==> config.mk <==
export PLATFORM = sky130hd
export DESIGN_NAME = bridge_edge_check
export DESIGN_NICKNAME = d
export VERILOG_FILES = /design/src/sv/bec_pkg.sv /design/src/sv/bridge_edge_check.sv
export SDC_FILE = /design/constraint.sdc
export NUM_CORES = 2
export LEC_CHECK = 0
export BUFFER_PORTS_ARGS = -buffer_cell sky130_fd_sc_hd__buf_4
export CAP_MARGIN = 20
export CORE_MARGIN = 4
export CORE_UTILIZATION = 55
export CTS_CLUSTER_DIAMETER = 30
export DETAILED_ROUTE_END_ITERATION = 6
export GPL_TIMING_DRIVEN = 0
export PLACE_DENSITY = 0.78
export RECOVER_POWER = 100
export SETUP_SLACK_MARGIN = 0.2
export SLEW_MARGIN = 20
export SYNTH_ARGS = -nofsm -noshare
export SYNTH_HDL_FRONTEND = slang
export SYNTH_SLANG_ARGS = --single-unit
==> constraint.sdc <==
create_clock -name clk -period 3.95 [get_ports clk]
set_clock_uncertainty 0.05 [all_clocks]
set_input_delay 0.79 -clock clk [delete_from_list [all_inputs] [get_ports clk]]
set_output_delay 0.79 -clock clk [all_outputs]
set_load 0.03 [all_outputs]
==> src/sv/bec_pkg.sv <==
// ----------------------------------------------------------------------------
// bec_pkg: shared types and control store for the bridge edge checker
// step codes, condition codes, control word layout and the microcode table
// ----------------------------------------------------------------------------
`default_nettype none

package bec_pkg;

  // default graph size and fixed field widths
  localparam int MAX_VERTICES_DEF = 32;
  localparam int VERTEX_W         = 5;
  localparam int VCOUNT_W         = 6;
  localparam int CFG_ADDR_W       = 3;
  localparam int CFG_DATA_W       = 32;

  localparam logic [VCOUNT_W-1:0] VCOUNT_RST = 6'd32;

  // register index codes (byte address bit 2)
  localparam logic REG_VERTEX_COUNT = 1'b0;

  // transaction kinds
  localparam logic KIND_ADD   = 1'b0;
  localparam logic KIND_QUERY = 1'b1;

  // sequencer steps
  typedef enum logic [3:0] {
    ST_IDLE,
    ST_DECODE,
    ST_ADD_RD,
    ST_ADD_WA,
    ST_ADD_WB,
    ST_Q_INIT,
    ST_POP,
    ST_FETCH,
    ST_LOAD,
    ST_PUSH,
    ST_OUT
  } step_t;

  // jump conditions
  typedef enum logic [2:0] {
    C_NONE,
    C_NO_START,
    C_KIND_QUERY,
    C_AB_OUT,
    C_A_OUT,
    C_SP_ZERO,
    C_NEXT_ZERO
  } cond_t;

  // adjacency read address select
  typedef enum logic [1:0] {
    RD_NONE,
    RD_A,
    RD_B,
    RD_S
  } rd_sel_t;

  // adjacency write address select
  typedef enum logic [1:0] {
    WR_NONE,
    WR_A,
    WR_B
  } wr_sel_t;

  // one control word: jump when cond holds, else go to nxt
  typedef struct packed {
    cond_t   cond;
    step_t   jmp;
    step_t   nxt;
    rd_sel_t rd_sel;
    wr_sel_t wr_sel;
    logic    walk_init;
    logic    pop;
    logic    load_next;
    logic    push;
    logic    emit;
  } ucw_t;

  // control store
  function automatic ucw_t ucode(input step_t s);
    ucw_t w;
    w           = '0;
    w.cond      = C_NONE;
    w.jmp       = ST_IDLE;
    w.nxt       = ST_IDLE;
    w.rd_sel    = RD_NONE;
    w.wr_sel    = WR_NONE;
    unique case (s)
      ST_IDLE: begin
        w.cond = C_NO_START;
        w.jmp  = ST_IDLE;
        w.nxt  = ST_DECODE;
      end
      ST_DECODE: begin
        w.cond = C_KIND_QUERY;
        w.jmp  = ST_Q_INIT;
        w.nxt  = ST_ADD_RD;
      end
      ST_ADD_RD: begin
        w.cond   = C_AB_OUT;
        w.jmp    = ST_IDLE;
        w.nxt    = ST_ADD_WA;
        w.rd_sel = RD_A;
      end
      ST_ADD_WA: begin
        w.nxt    = ST_ADD_WB;
        w.wr_sel = WR_A;
        w.rd_sel = RD_B;
      end
      ST_ADD_WB: begin
        w.nxt    = ST_IDLE;
        w.wr_sel = WR_B;
      end
      ST_Q_INIT: begin
        w.cond      = C_A_OUT;
        w.jmp       = ST_OUT;
        w.nxt       = ST_POP;
        w.walk_init = 1'b1;
      end
      ST_POP: begin
        w.cond = C_SP_ZERO;
        w.jmp  = ST_OUT;
        w.nxt  = ST_FETCH;
        w.pop  = 1'b1;
      end
      ST_FETCH: begin
        w.nxt    = ST_LOAD;
        w.rd_sel = RD_S;
      end
      ST_LOAD: begin
        w.nxt       = ST_PUSH;
        w.load_next = 1'b1;
      end
      ST_PUSH: begin
        w.cond = C_NEXT_ZERO;
        w.jmp  = ST_POP;
        w.nxt  = ST_PUSH;
        w.push = 1'b1;
      end
      ST_OUT: begin
        w.nxt  = ST_IDLE;
        w.emit = 1'b1;
      end
      default: begin
        w.nxt = ST_IDLE;
      end
    endcase
    return w;
  endfunction

endpackage

`default_nettype wire

==> src/sv/bridge_edge_check.sv <==
// ----------------------------------------------------------------------------
// bridge_edge_check: bridge test on an undirected graph by edge removal
// keeps an adjacency bit matrix, adds edges and answers bridge queries with a
// depth-first walk driven by a microcoded sequencer
// ----------------------------------------------------------------------------
//
//  channel   handshake             fields
//  --------  --------------------  -----------------------------------------
//  input     start / busy          in_kind, in_first_vertex, in_second_vertex
//  result    out_valid (strobe)    out_is_bridge, out_reached_count
//  config    psel/penable/pwrite   paddr, pwdata, prdata, pready
//
//  an add transaction holds busy through decode, a row read and two writes;
//  a query holds busy while it walks the vertices reached, and each popped
//  vertex costs a pop with stack read, a row read, a row load, one push per
//  pushed neighbor and one step to see none left
//  the result strobe is high for one cycle, the first cycle with busy low
//  reset clears the adjacency row valid bits, so the matrix reads empty at once
//  the receiver cannot stall; results are never held
//
`default_nettype none

module bridge_edge_check #(
  parameter int MAX_VERTICES = bec_pkg::MAX_VERTICES_DEF
) (
  input  wire logic                                clk,
  input  wire logic                                rst_n,
  // input transaction
  input  wire logic                                start,
  output logic                                     busy,
  input  wire logic                                in_kind,
  input  wire logic [bec_pkg::VERTEX_W-1:0]        in_first_vertex,
  input  wire logic [bec_pkg::VERTEX_W-1:0]        in_second_vertex,
  // result transaction
  output logic                                     out_valid,
  output logic                                     out_is_bridge,
  output logic [bec_pkg::VCOUNT_W-1:0]             out_reached_count,
  // register port
  input  wire logic                                psel,
  input  wire logic                                penable,
  input  wire logic                                pwrite,
  input  wire logic [bec_pkg::CFG_ADDR_W-1:0]      paddr,
  input  wire logic [bec_pkg::CFG_DATA_W-1:0]      pwdata,
  output logic [bec_pkg::CFG_DATA_W-1:0]           prdata,
  output logic                                     pready
);

  localparam int MV = MAX_VERTICES;
  localparam int VW = (MAX_VERTICES > 1) ? $clog2(MAX_VERTICES) : 1;
  localparam int CW = $clog2(MAX_VERTICES + 1);

  // sequencer
  bec_pkg::step_t pc_r, pc_nxt;
  bec_pkg::ucw_t  uw;
  logic           cond_hit;

  // latched transaction
  logic                         kind_r;
  logic [bec_pkg::VERTEX_W-1:0] a_r, b_r;
  logic                         a_ok, b_ok;
  logic [VW-1:0]                a_idx, b_idx;

  // adjacency memory and its row valid bits
  logic [MV-1:0] adj_mem [MV];
  logic [MV-1:0] adj_vld_r;
  logic [MV-1:0] adj_rd_r;
  logic          adj_rv_r;
  logic [MV-1:0] row_now;
  logic          rd_en, wr_en;
  logic [VW-1:0] rd_addr, wr_addr;
  logic [MV-1:0] wr_data;

  // walk stack memory
  logic [VW-1:0] stk_mem [MV];
  logic [VW-1:0] stk_rd_r;
  logic          stk_we;
  logic [VW-1:0] stk_waddr, stk_wdata;

  // walk state
  logic [CW-1:0] sp_r, sp_m1;
  logic [CW-1:0] tally_r;
  logic [MV-1:0] visited_r, next_r;
  logic [MV-1:0] low_bit, y_mask;
  logic [VW-1:0] low_idx;
  logic          pop_go, push_go, sp_full;

  // result and register
  logic                         out_valid_r, out_is_bridge_r;
  logic [bec_pkg::VCOUNT_W-1:0] out_reached_r;
  logic [bec_pkg::VCOUNT_W-1:0] vcount_r;
  logic                         cfg_wr;

  // control word fetch and jump decision
  always_comb begin
    uw = bec_pkg::ucode(pc_r);
    unique case (uw.cond)
      bec_pkg::C_NONE:       cond_hit = 1'b0;
      bec_pkg::C_NO_START:   cond_hit = !start;
      bec_pkg::C_KIND_QUERY: cond_hit = (kind_r == bec_pkg::KIND_QUERY);
      bec_pkg::C_AB_OUT:     cond_hit = !(a_ok && b_ok);
      bec_pkg::C_A_OUT:      cond_hit = !a_ok;
      bec_pkg::C_SP_ZERO:    cond_hit = (sp_r == '0);
      bec_pkg::C_NEXT_ZERO:  cond_hit = (next_r == '0);
      default:               cond_hit = 1'b0;
    endcase
    pc_nxt = cond_hit ? uw.jmp : uw.nxt;
  end

  // sequencer outputs
  always_comb begin
    busy = (pc_r != bec_pkg::ST_IDLE);
  end

  // vertex range checks and indexes
  assign a_ok  = (32'(a_r) < MAX_VERTICES);
  assign b_ok  = (32'(b_r) < MAX_VERTICES);
  assign a_idx = VW'(a_r);
  assign b_idx = VW'(b_r);

  // row read as seen through the valid bit
  assign row_now = adj_rv_r ? adj_rd_r : '0;

  // adjacency port selects
  always_comb begin
    rd_en   = 1'b1;
    rd_addr = '0;
    unique case (uw.rd_sel)
      bec_pkg::RD_A: rd_addr = a_idx;
      bec_pkg::RD_B: rd_addr = b_idx;
      bec_pkg::RD_S: rd_addr = stk_rd_r;
      default:       rd_en   = 1'b0;
    endcase
    wr_en   = 1'b1;
    wr_addr = '0;
    wr_data = '0;
    unique case (uw.wr_sel)
      bec_pkg::WR_A: begin
        wr_addr = a_idx;
        wr_data = row_now | (MV'(1) << b_idx);
      end
      bec_pkg::WR_B: begin
        wr_addr = b_idx;
        wr_data = row_now | (MV'(1) << a_idx);
      end
      default: wr_en = 1'b0;
    endcase
  end

  // removed edge applies only on the start vertex row
  assign y_mask = (b_ok && (stk_rd_r == a_idx)) ? (MV'(1) << b_idx) : '0;

  // lowest pending neighbor
  assign low_bit = next_r & (~next_r + MV'(1));
  always_comb begin
    low_idx = '0;
    for (int i = 0; i < MV; i++) begin
      if (low_bit[i]) begin
        low_idx = low_idx | VW'(i);
      end
    end
  end

  // stack controls
  assign sp_m1   = sp_r - CW'(1);
  assign sp_full = (32'(sp_r) >= MAX_VERTICES);
  assign pop_go  = uw.pop && (sp_r != '0);
  assign push_go = uw.push && (next_r != '0);

  always_comb begin
    stk_we    = 1'b0;
    stk_waddr = '0;
    stk_wdata = '0;
    if (uw.walk_init && a_ok) begin
      stk_we    = 1'b1;
      stk_wdata = a_idx;
    end else if (push_go && !sp_full) begin
      stk_we    = 1'b1;
      stk_waddr = sp_r[VW-1:0];
      stk_wdata = low_idx;
    end
  end

  // adjacency memory
  always_ff @(posedge clk) begin
    if (wr_en) begin
      adj_mem[wr_addr] <= wr_data;
    end
    if (rd_en) begin
      adj_rd_r <= adj_mem[rd_addr];
      adj_rv_r <= adj_vld_r[rd_addr];
    end
  end

  // walk stack memory
  always_ff @(posedge clk) begin
    if (stk_we) begin
      stk_mem[stk_waddr] <= stk_wdata;
    end
    if (pop_go) begin
      stk_rd_r <= stk_mem[sp_m1[VW-1:0]];
    end
  end

  // transaction latch and pending neighbor set
  always_ff @(posedge clk) begin
    if ((pc_r == bec_pkg::ST_IDLE) && start) begin
      kind_r <= in_kind;
      a_r    <= in_first_vertex;
      b_r    <= in_second_vertex;
    end
    if (uw.load_next) begin
      next_r <= row_now & ~visited_r & ~y_mask;
    end else if (push_go) begin
      next_r <= next_r & ~low_bit;
    end
    if (uw.emit) begin
      out_is_bridge_r <= (32'(tally_r) != 32'(vcount_r));
      out_reached_r   <= (32'(tally_r) > 32'd63) ? 6'd63 : bec_pkg::VCOUNT_W'(tally_r);
    end
  end

  // control state
  always_ff @(posedge clk) begin
    if (!rst_n) begin
      pc_r        <= bec_pkg::ST_IDLE;
      adj_vld_r   <= '0;
      sp_r        <= '0;
      tally_r     <= '0;
      visited_r   <= '0;
      out_valid_r <= 1'b0;
      vcount_r    <= bec_pkg::VCOUNT_RST;
    end else begin
      pc_r        <= pc_nxt;
      out_valid_r <= uw.emit;
      if (wr_en) begin
        adj_vld_r[wr_addr] <= 1'b1;
      end
      if (cfg_wr) begin
        vcount_r <= pwdata[bec_pkg::VCOUNT_W-1:0];
      end
      if (uw.walk_init) begin
        visited_r <= a_ok ? (MV'(1) << a_idx) : '0;
        tally_r   <= a_ok ? CW'(1) : '0;
        sp_r      <= a_ok ? CW'(1) : '0;
      end else if (pop_go) begin
        sp_r <= sp_m1;
      end else if (push_go) begin
        visited_r <= visited_r | low_bit;
        tally_r   <= tally_r + CW'(1);
        if (!sp_full) begin
          sp_r <= sp_r + CW'(1);
        end
      end
    end
  end

  // register port
  assign pready = 1'b1;
  assign cfg_wr = psel && penable && pwrite && (paddr[2] == bec_pkg::REG_VERTEX_COUNT);
  assign prdata = (paddr[2] == bec_pkg::REG_VERTEX_COUNT) ?
                  bec_pkg::CFG_DATA_W'(vcount_r) : '0;

  // result ports
  assign out_valid         = out_valid_r;
  assign out_is_bridge     = out_is_bridge_r;
  assign out_reached_count = out_reached_r;

  // checks
  a_strobe_single : assert property (@(posedge clk) disable iff (!rst_n)
    out_valid |=> !out_valid)
    else $error("result strobe lasted more than one cycle");

  a_strobe_idle : assert property (@(posedge clk) disable iff (!rst_n)
    out_valid |-> !busy)
    else $error("result strobe while the sequencer is busy");

  a_count_bound : assert property (@(posedge clk) disable iff (!rst_n)
    out_valid |-> (32'(out_reached_count) <= MAX_VERTICES))
    else $error("reached count above the graph size");

  a_stack_bound : assert property (@(posedge clk) disable iff (!rst_n)
    (32'(sp_r) <= MAX_VERTICES) && (32'(tally_r) <= MAX_VERTICES))
    else $error("walk stack or tally overran the graph size");

endmodule

`default_nettype wire

**Word level (Yosys, flattened, before mapping)**

Memory sizes are Yosys's and may differ from the RTL's. A register that Yosys moved wholly into a read port is not among the register bits.
Index checks and enable logic that the tools add are counted.

- Flip-flop bits (word level): 138
- Memory bits (writable): 1184
- Bits of input ports: 52
- Output and inout port bits: 42
- Logic and storage cells: 194
- Memories: 2

- Add/subtract/negate cells: 4
- $lt $le $gt $ge: 4
- Eq/ne operators: 27
- Shifts and indexed selects: 2
- Muxes and demuxes: 106
- Bitwise logic cells: 13
- Reductions and logical operators: 22

Memories:

| name | depth | width | rd ports | clocked after memory_dff | write ports | RTL line | RTL |
|---|---|---|---|---|---|---|---|
| adj_mem | 32 | 32 | 1 | 1 | 1 | bridge_edge_check.sv:64 | `logic [MV-1:0] adj_mem [MV];` |
| stk_mem | 32 | 5 | 1 | 1 | 1 | bridge_edge_check.sv:74 | `logic [VW-1:0] stk_mem [MV];` |

Operators by type and width:

| operator | count |
|---|---|
| 32-bit two-way mux | 16 |
| 6-bit two-way mux | 26 |
| 32-bit bitwise AND | 4 |
| 32-bit NOT | 4 |
| 32-bit OR | 4 |
| 5-bit two-way mux | 22 |
| 32-bit one-hot mux with 2 select lines | 1 |
| 1-bit by 5-bit left shift with 32-bit output, first input constant | 2 |
| 7-bit one-hot mux with 6 select lines | 1 |
| 4-bit two-way mux | 9 |
| 32-bit by 1-bit adder with 32-bit output, second input constant | 1 |
| 32-bit logical NOT | 1 |
| 4-bit one-hot mux with 8 select lines | 1 |
| 32-bit nonzero test | 1 |
| 1-bit two-way mux | 17 |
| 4-bit by 3-bit == test with 1-bit output, second input constant | 4 |
| 5-bit one-hot mux with 3 select lines | 1 |
| 6-bit by 1-bit adder with 6-bit output, second input constant | 2 |
| 4-bit == test, second input constant | 3 |
| 5-bit by 6-bit < comparator with 1-bit output, second input constant | 2 |
| 3-bit two-way mux | 4 |
| 5-bit one-hot mux with 2 select lines | 1 |
| 4-bit by 2-bit == test with 1-bit output, second input constant | 2 |
| 1-bit logical AND | 8 |
| other kinds (32) | 41 |

**Longest topological paths before layout**

- Word-level depth: 37
- Mapped depth: 13
- Depth with buffers taken out: 11

**Least setup slack after synthesis**

No wires, ideal clock.

- Path kind: reg-to-reg
- Start: register pc_r[2]
- End: memory adj_mem[12][0] in the netlist's numbering (enable)
- Arrival: 3.665 ns
- Path slack: -0.188 ns
- Cell stages (with the launch flop): 13
- Buffers on the path: 4
- Clock period less this slack: 4.138 ns
- Cells stage by stage: dfxtp_1 buf_2 buf_1 nand3_1 inv_1 ha_1 clkbuf_1 clkbuf_1 nand2_1 a2bb2oi_1 a21oi_1 nand2_1 nor2_1

- Longest elaborated chain between the ends: 7
- Elaborated cells on any way between the ends: 10

RTL lines:

| what | RTL line | RTL |
|---|---|---|
| start: declaration | bridge_edge_check.sv:53 | `bec_pkg::step_t pc_r, pc_nxt;` |
| start signal: assignment | bridge_edge_check.sv:225 | `pc_r <= bec_pkg::ST_IDLE;` |
| start signal: assignment | bridge_edge_check.sv:233 | `pc_r <= pc_nxt;` |
| 4-bit by 3-bit == test with 1-bit output / 4-bit by 2-bit == test with 1-bit output (equally long branches) | bec_pkg.sv:89 | `unique case (s)` |
| 2-bit one-hot mux with 2 select lines * | bec_pkg.sv:89 |  |
| 2-bit == test / 2-bit by 1-bit == test with 1-bit output (equally long branches) | bridge_edge_check.sv:136 | `unique case (uw.wr_sel)` |
| 2-bit OR reduction (no source line) | n/a |  |
| 1-bit two-way mux | bridge_edge_check.sv:136 |  |
| 1-bit two-way mux | bridge_edge_check.sv:185 | `if (wr_en) begin` |
| 1-bit two-way mux (not written as such) | bridge_edge_check.sv:186 | `adj_mem[wr_addr] <= wr_data;` |
| end: declaration | bridge_edge_check.sv:64 |  |

Every way passes the cells marked *; elsewhere a longest branch is shown, timed or not.

**Worst setup path in the final report**

- Start: register pc_r[1]
- End: register adj_rd_r[29], read port of adj_mem, data pin

- Longest elaborated chain between the ends: 5
- Elaborated cells on any way between the ends: 10

RTL lines:

| what | RTL line | RTL |
|---|---|---|
| 4-bit by 3-bit == test with 1-bit output / 4-bit by 2-bit == test with 1-bit output (equally long branches) | bec_pkg.sv:89 |  |
| 2-bit one-hot mux with 3 select lines * | bec_pkg.sv:89 |  |
| 2-bit == test / 2-bit by 1-bit == test with 1-bit output (equally long branches) | bridge_edge_check.sv:127 | `unique case (uw.rd_sel)` |
| 3-bit OR reduction (no source line) | n/a |  |
| 1-bit two-way mux | bridge_edge_check.sv:127 |  |
| end: declaration | bridge_edge_check.sv:66 | `logic [MV-1:0] adj_rd_r;` |

Marked as above.
A chain may end at the register's enable or synchronous reset.

==> run_summary.xml <==
<?xml version="1.0" encoding="UTF-8"?>
<metrics>
  <group name="yosys">
    <metric name="post-synth-top-area-cell" unit="">sky130_fd_sc_hd__edfxtp_1</metric>
    <metric name="synth-seq-area-share" unit="">0.7147</metric>
    <metric name="most_used_flip_flop_cell_after_synthesis" unit="">sky130_fd_sc_hd__edfxtp_1</metric>
    <metric name="synthDistinctLibCells" unit="">79</metric>
    <metric name="syn-instance-count" unit="">3634</metric>
    <metric name="synthMostInstantiatedCell" unit="">sky130_fd_sc_hd__edfxtp_1</metric>
    <metric name="asyncSetResetFlopFracSynth" unit="">0</metric>
    <metric name="synth.cells.most_frequent" unit="">1272 x sky130_fd_sc_hd__edfxtp_1, 458 x sky130_fd_sc_hd__nand2_1, 428 x sky130_fd_sc_hd__mux2i_1</metric>
    <metric name="yosysWarningCount" unit="">0</metric>
    <metric name="synth-edff-count" unit="">1272</metric>
    <metric name="netlist_area" unit="mm²">0.05588</metric>
    <metric name="synth_area_per_cell" unit="µm²">15.38</metric>
    <metric name="synth_top_cells_by_area" unit="">sky130_fd_sc_hd__edfxtp_1 68%, sky130_fd_sc_hd__mux2i_1 7.7%, sky130_fd_sc_hd__mux4_2 3.4%</metric>
    <metric name="synthDominantCellAreaShare" unit="">0.6835</metric>
    <metric name="ys_ff_latch" unit="">1359</metric>
  </group>
  <group name="die">
    <metric name="io-pin-count" unit="">94</metric>
    <metric name="initial_core_util" unit="">0.5564</metric>
    <metric name="die_h" unit="µm">326.8</metric>
    <metric name="dieWidth" unit="µm">326.8</metric>
    <metric name="core.rowCount" unit="">116</metric>
    <metric name="die_area" unit="mm²">0.1068</metric>
    <metric name="core_region" unit="mm²">0.1004</metric>
  </group>
  <group name="clock_network">
    <metric name="clock_sink_count" unit="">1359</metric>
    <metric name="cts.htree.levels" unit="">4</metric>
    <metric name="tritoncts.num_buffers" unit="">238</metric>
    <metric name="cts.hold.buffers_added" unit="">0</metric>
    <metric name="clockRootBuffer" unit="">sky130_fd_sc_hd__clkbuf_16</metric>
    <metric name="clkTransAtPathRegs" unit="ps">60</metric>
    <metric name="tritoncts" unit="">yes</metric>
    <metric name="worst_skew_pair.late_latency" unit="ps">850</metric>
    <metric name="clock_path_buffers" unit="">3</metric>
  </group>
  <group name="detailed_routing">
    <metric name="drtAntennaViolNets" unit="">0</metric>
    <metric name="wire_per_inst" unit="µm">30.72</metric>
    <metric name="drc" unit="">0</metric>
    <metric name="drtPass1Iterations" unit="">7</metric>
    <metric name="finalWirelength" unit="mm">173.8</metric>
    <metric name="avgViaCountPerCell" unit="">6.663</metric>
    <metric name="first_iter_violations" unit="">6207</metric>
    <metric name="route.vias.total" unit="">37710</metric>
  </group>
  <group name="sta">
    <metric name="achievable-frequency" unit="GHz">0.2567</metric>
    <metric name="worst_slew_pin_slew" unit="ps">1623</metric>
    <metric name="hold_slack" unit="ps">123.6</metric>
    <metric name="finalSetupViolCount" unit="">0</metric>
    <metric name="final-hold-violation-count" unit="">0</metric>
    <metric name="grt_setup_unrepaired" unit="">true</metric>
    <metric name="max_slew_margin" unit="">-0.08193</metric>
    <metric name="finalWorstPathRequiredPeriod" unit="ps">3895</metric>
    <metric name="final_max_slew_viol_count" unit="">25</metric>
    <metric name="fin_tns_setup" unit="ps">0</metric>
    <metric name="period_share" unit="">0.9861</metric>
  </group>
  <group name="run">
    <metric name="max_cap_violation_count" unit="">1</metric>
  </group>
  <group name="finish">
    <metric name="final_layout_size_suffix_gt1_frac" unit="">0.2108</metric>
    <metric name="layout_overhead_on_the_synthesized_area" unit="%">23.32</metric>
    <metric name="final-seq-area" unit="mm²">0.03994</metric>
    <metric name="nFillCells" unit="">6186</metric>
    <metric name="stdcell_area" unit="mm²">0.06891</metric>
    <metric name="stdcell_count" unit="">5659</metric>
    <metric name="finalNetCount" unit="">4146</metric>
    <metric name="multi_input_gate_area_in_the_final_layout" unit="mm²">0.01521</metric>
  </group>
  <group name="setup_path">
    <metric name="timing.setup.critical_path_class" unit="">flop to flop</metric>
    <metric name="setup.worst_path.start" unit="">pc_r[1]$_SDFF_PN0_</metric>
    <metric name="worst-endpoint-arrival" unit="ps">4410</metric>
    <metric name="source_of_the_worst_register_to_register_timing_path" unit="">pc_r[1]$_SDFF_PN0_</metric>
    <metric name="worst_setup_ep_type" unit="">flop</metric>
    <metric name="crit_path_start_kind" unit="">flop</metric>
    <metric name="crit_required" unit="ps">4470</metric>
    <metric name="critical_path.max_fanout" unit="">10</metric>
  </group>
  <group name="global_routing">
    <metric name="grt_pass1_vias" unit="">36760</metric>
    <metric name="grt_start_max_net_pins" unit="">33</metric>
    <metric name="global_route_wire_length_before_repair" unit="mm">248.3</metric>
    <metric name="global_route.overflow_total" unit="">0</metric>
    <metric name="track_usage" unit="">0.3173</metric>
    <metric name="initial_antenna_violation_count" unit="">6</metric>
  </group>
  <group name="status">
    <metric name="failed_checks" unit="">capacitance limit, slew limit</metric>
    <metric name="run_status" unit="">complete, but fails checks</metric>
  </group>
  <group name="pwr">
    <metric name="power.ir.vdd_worst" unit="mV">0.4464</metric>
    <metric name="static-leakage-power" unit="nW">24.23</metric>
    <metric name="power.density" unit="mW/mm²">691.0</metric>
  </group>
  <group name="placed_design">
    <metric name="numPlacedInstances" unit="">5123</metric>
    <metric name="io_buffers" unit="">38</metric>
    <metric name="hpwl" unit="mm">107.8</metric>
    <metric name="place_area" unit="mm²">0.06031</metric>
    <metric name="placer_congestion" unit="">0.9592</metric>
  </group>
  <group name="hold_path">
    <metric name="hold_path_start" unit="">in_second_vertex[4]</metric>
    <metric name="hold_path.class" unit="">primary input to flop</metric>
  </group>
</metrics>
[what timing repair did]
action / 4_1_cts / 5_1_grt
setup buffers: 63 / 15
cloned: 0 / 3
gates resized for setup: 29 / 58
endpoints found under the setup margin: 2179 / 1984
pin swaps: 33 / 16
[per-stage QoR]
step / power [mW] / util / setup WS [ps]
detailed placement: 25.95 / 0.6005 / -475.0
floorplan: 22.21 / - / -188.1
finish: 47.62 / 0.6861 / 54.86
global route: 48.56 / 0.6860 / 49.13
global placement: 25.27 / 0.5774 / -2267
CTS: 47.22 / 0.6925 / 7.048
[sequential cells by signal (all words and copies together), names as in the netlist, 32 cells and up]
| name | count |
|---|---|
| adj_rd_r | 32 |
| adj_vld_r | 32 |
| next_r | 32 |
| adj_mem | 1024 |
| stk_mem | 160 |
| visited_r | 32 |
[logic make-up after synthesis]
logic type / share of synthesized area
AO/OA/AOI/OAI: 0.06370
buffers and inverters: 0.02508
multiplexers: 0.1127
adder cells (fa/ha/maj): 0.001567
AND/OR/NAND/NOR: 0.07864
other: 0.0001344
flip-flops: 0.7147
XOR/XNOR: 0.003448
[cell usage in the layout (no fill, tap or decap), types with 54 or more instances in the layout]
| cell | count |
|---|---|
| sky130_fd_sc_hd__dfxtp_1 | 87 |
| sky130_fd_sc_hd__mux4_2 | 84 |
| sky130_fd_sc_hd__a21oi_1 | 54 |
| sky130_fd_sc_hd__nand3_1 | 170 |
| sky130_fd_sc_hd__buf_4 | 84 |
| sky130_fd_sc_hd__nand2_1 | 452 |
| sky130_fd_sc_hd__mux2i_1 | 428 |
| sky130_fd_sc_hd__o22ai_1 | 65 |
| sky130_fd_sc_hd__clkbuf_1 | 149 |
| sky130_fd_sc_hd__a32oi_1 | 65 |
| sky130_fd_sc_hd__clkbuf_2 | 62 |
| sky130_fd_sc_hd__edfxtp_1 | 1272 |
| sky130_fd_sc_hd__nor2_1 | 119 |
| sky130_fd_sc_hd__clkbuf_16 | 243 |
| sky130_fd_sc_hd__o21ai_0 | 60 |
[final timing paths]
path / to / slack [ps] / depth (start not counted)
worst max-delay path: adj_rd_r[29]$_DFFE_PP_ / 50 / 8
worst min register to register: adj_vld_r[26]$_SDFFE_PN0P_ / 420 / 1
worst max register to register: adj_rd_r[29]$_DFFE_PP_ / 50 / 8
worst min-delay path: b_idx[4]$_DFFE_PP_ / 120 / 1
[report_power, final]
group | switching (mW) | internal (mW) | total (mW)
Sequential | 0.296 | 16.6 | 16.9
Clock | 7.70 | 13.6 | 21.3
Combinational | 6.50 | 2.93 | 9.43
Total | 14.5 | 33.1 | 47.6
[worst max-delay path, stage by stage, from the launching register on]
cell	delay, ps
sky130_fd_sc_hd__dfxtp_1	480
sky130_fd_sc_hd__nor4b_4	570
sky130_fd_sc_hd__a22oi_2	290
sky130_fd_sc_hd__clkbuf_2	400
sky130_fd_sc_hd__nor2_1	610
sky130_fd_sc_hd__clkbuf_1	640
sky130_fd_sc_hd__a32oi_1	150
sky130_fd_sc_hd__nand3_1	280
sky130_fd_sc_hd__a211oi_1	160
[cell type report]
cell class,instances,share of cell area
antenna,4,0.0001452
buffer,242,0.01988
clock buffer,262,0.08985
clock inverter,189,0.03346
inverter,19,0.001035
multi-input combinational,2042,0.2207
sequential,1359,0.5795
tap,1357,0.02464
timing repair buffer,185,0.03079
[metal layers]
layer  routed length, µm  up-vias  GRT usage
met3               24580      737    0.08969
met5                  37        -          0
li1                    -    15110          -
met2               77340     3359     0.4823
met4               11310        6     0.1649
met1               60570    18500     0.4206
No activity file was read; power rests on OpenSTA's default activity.
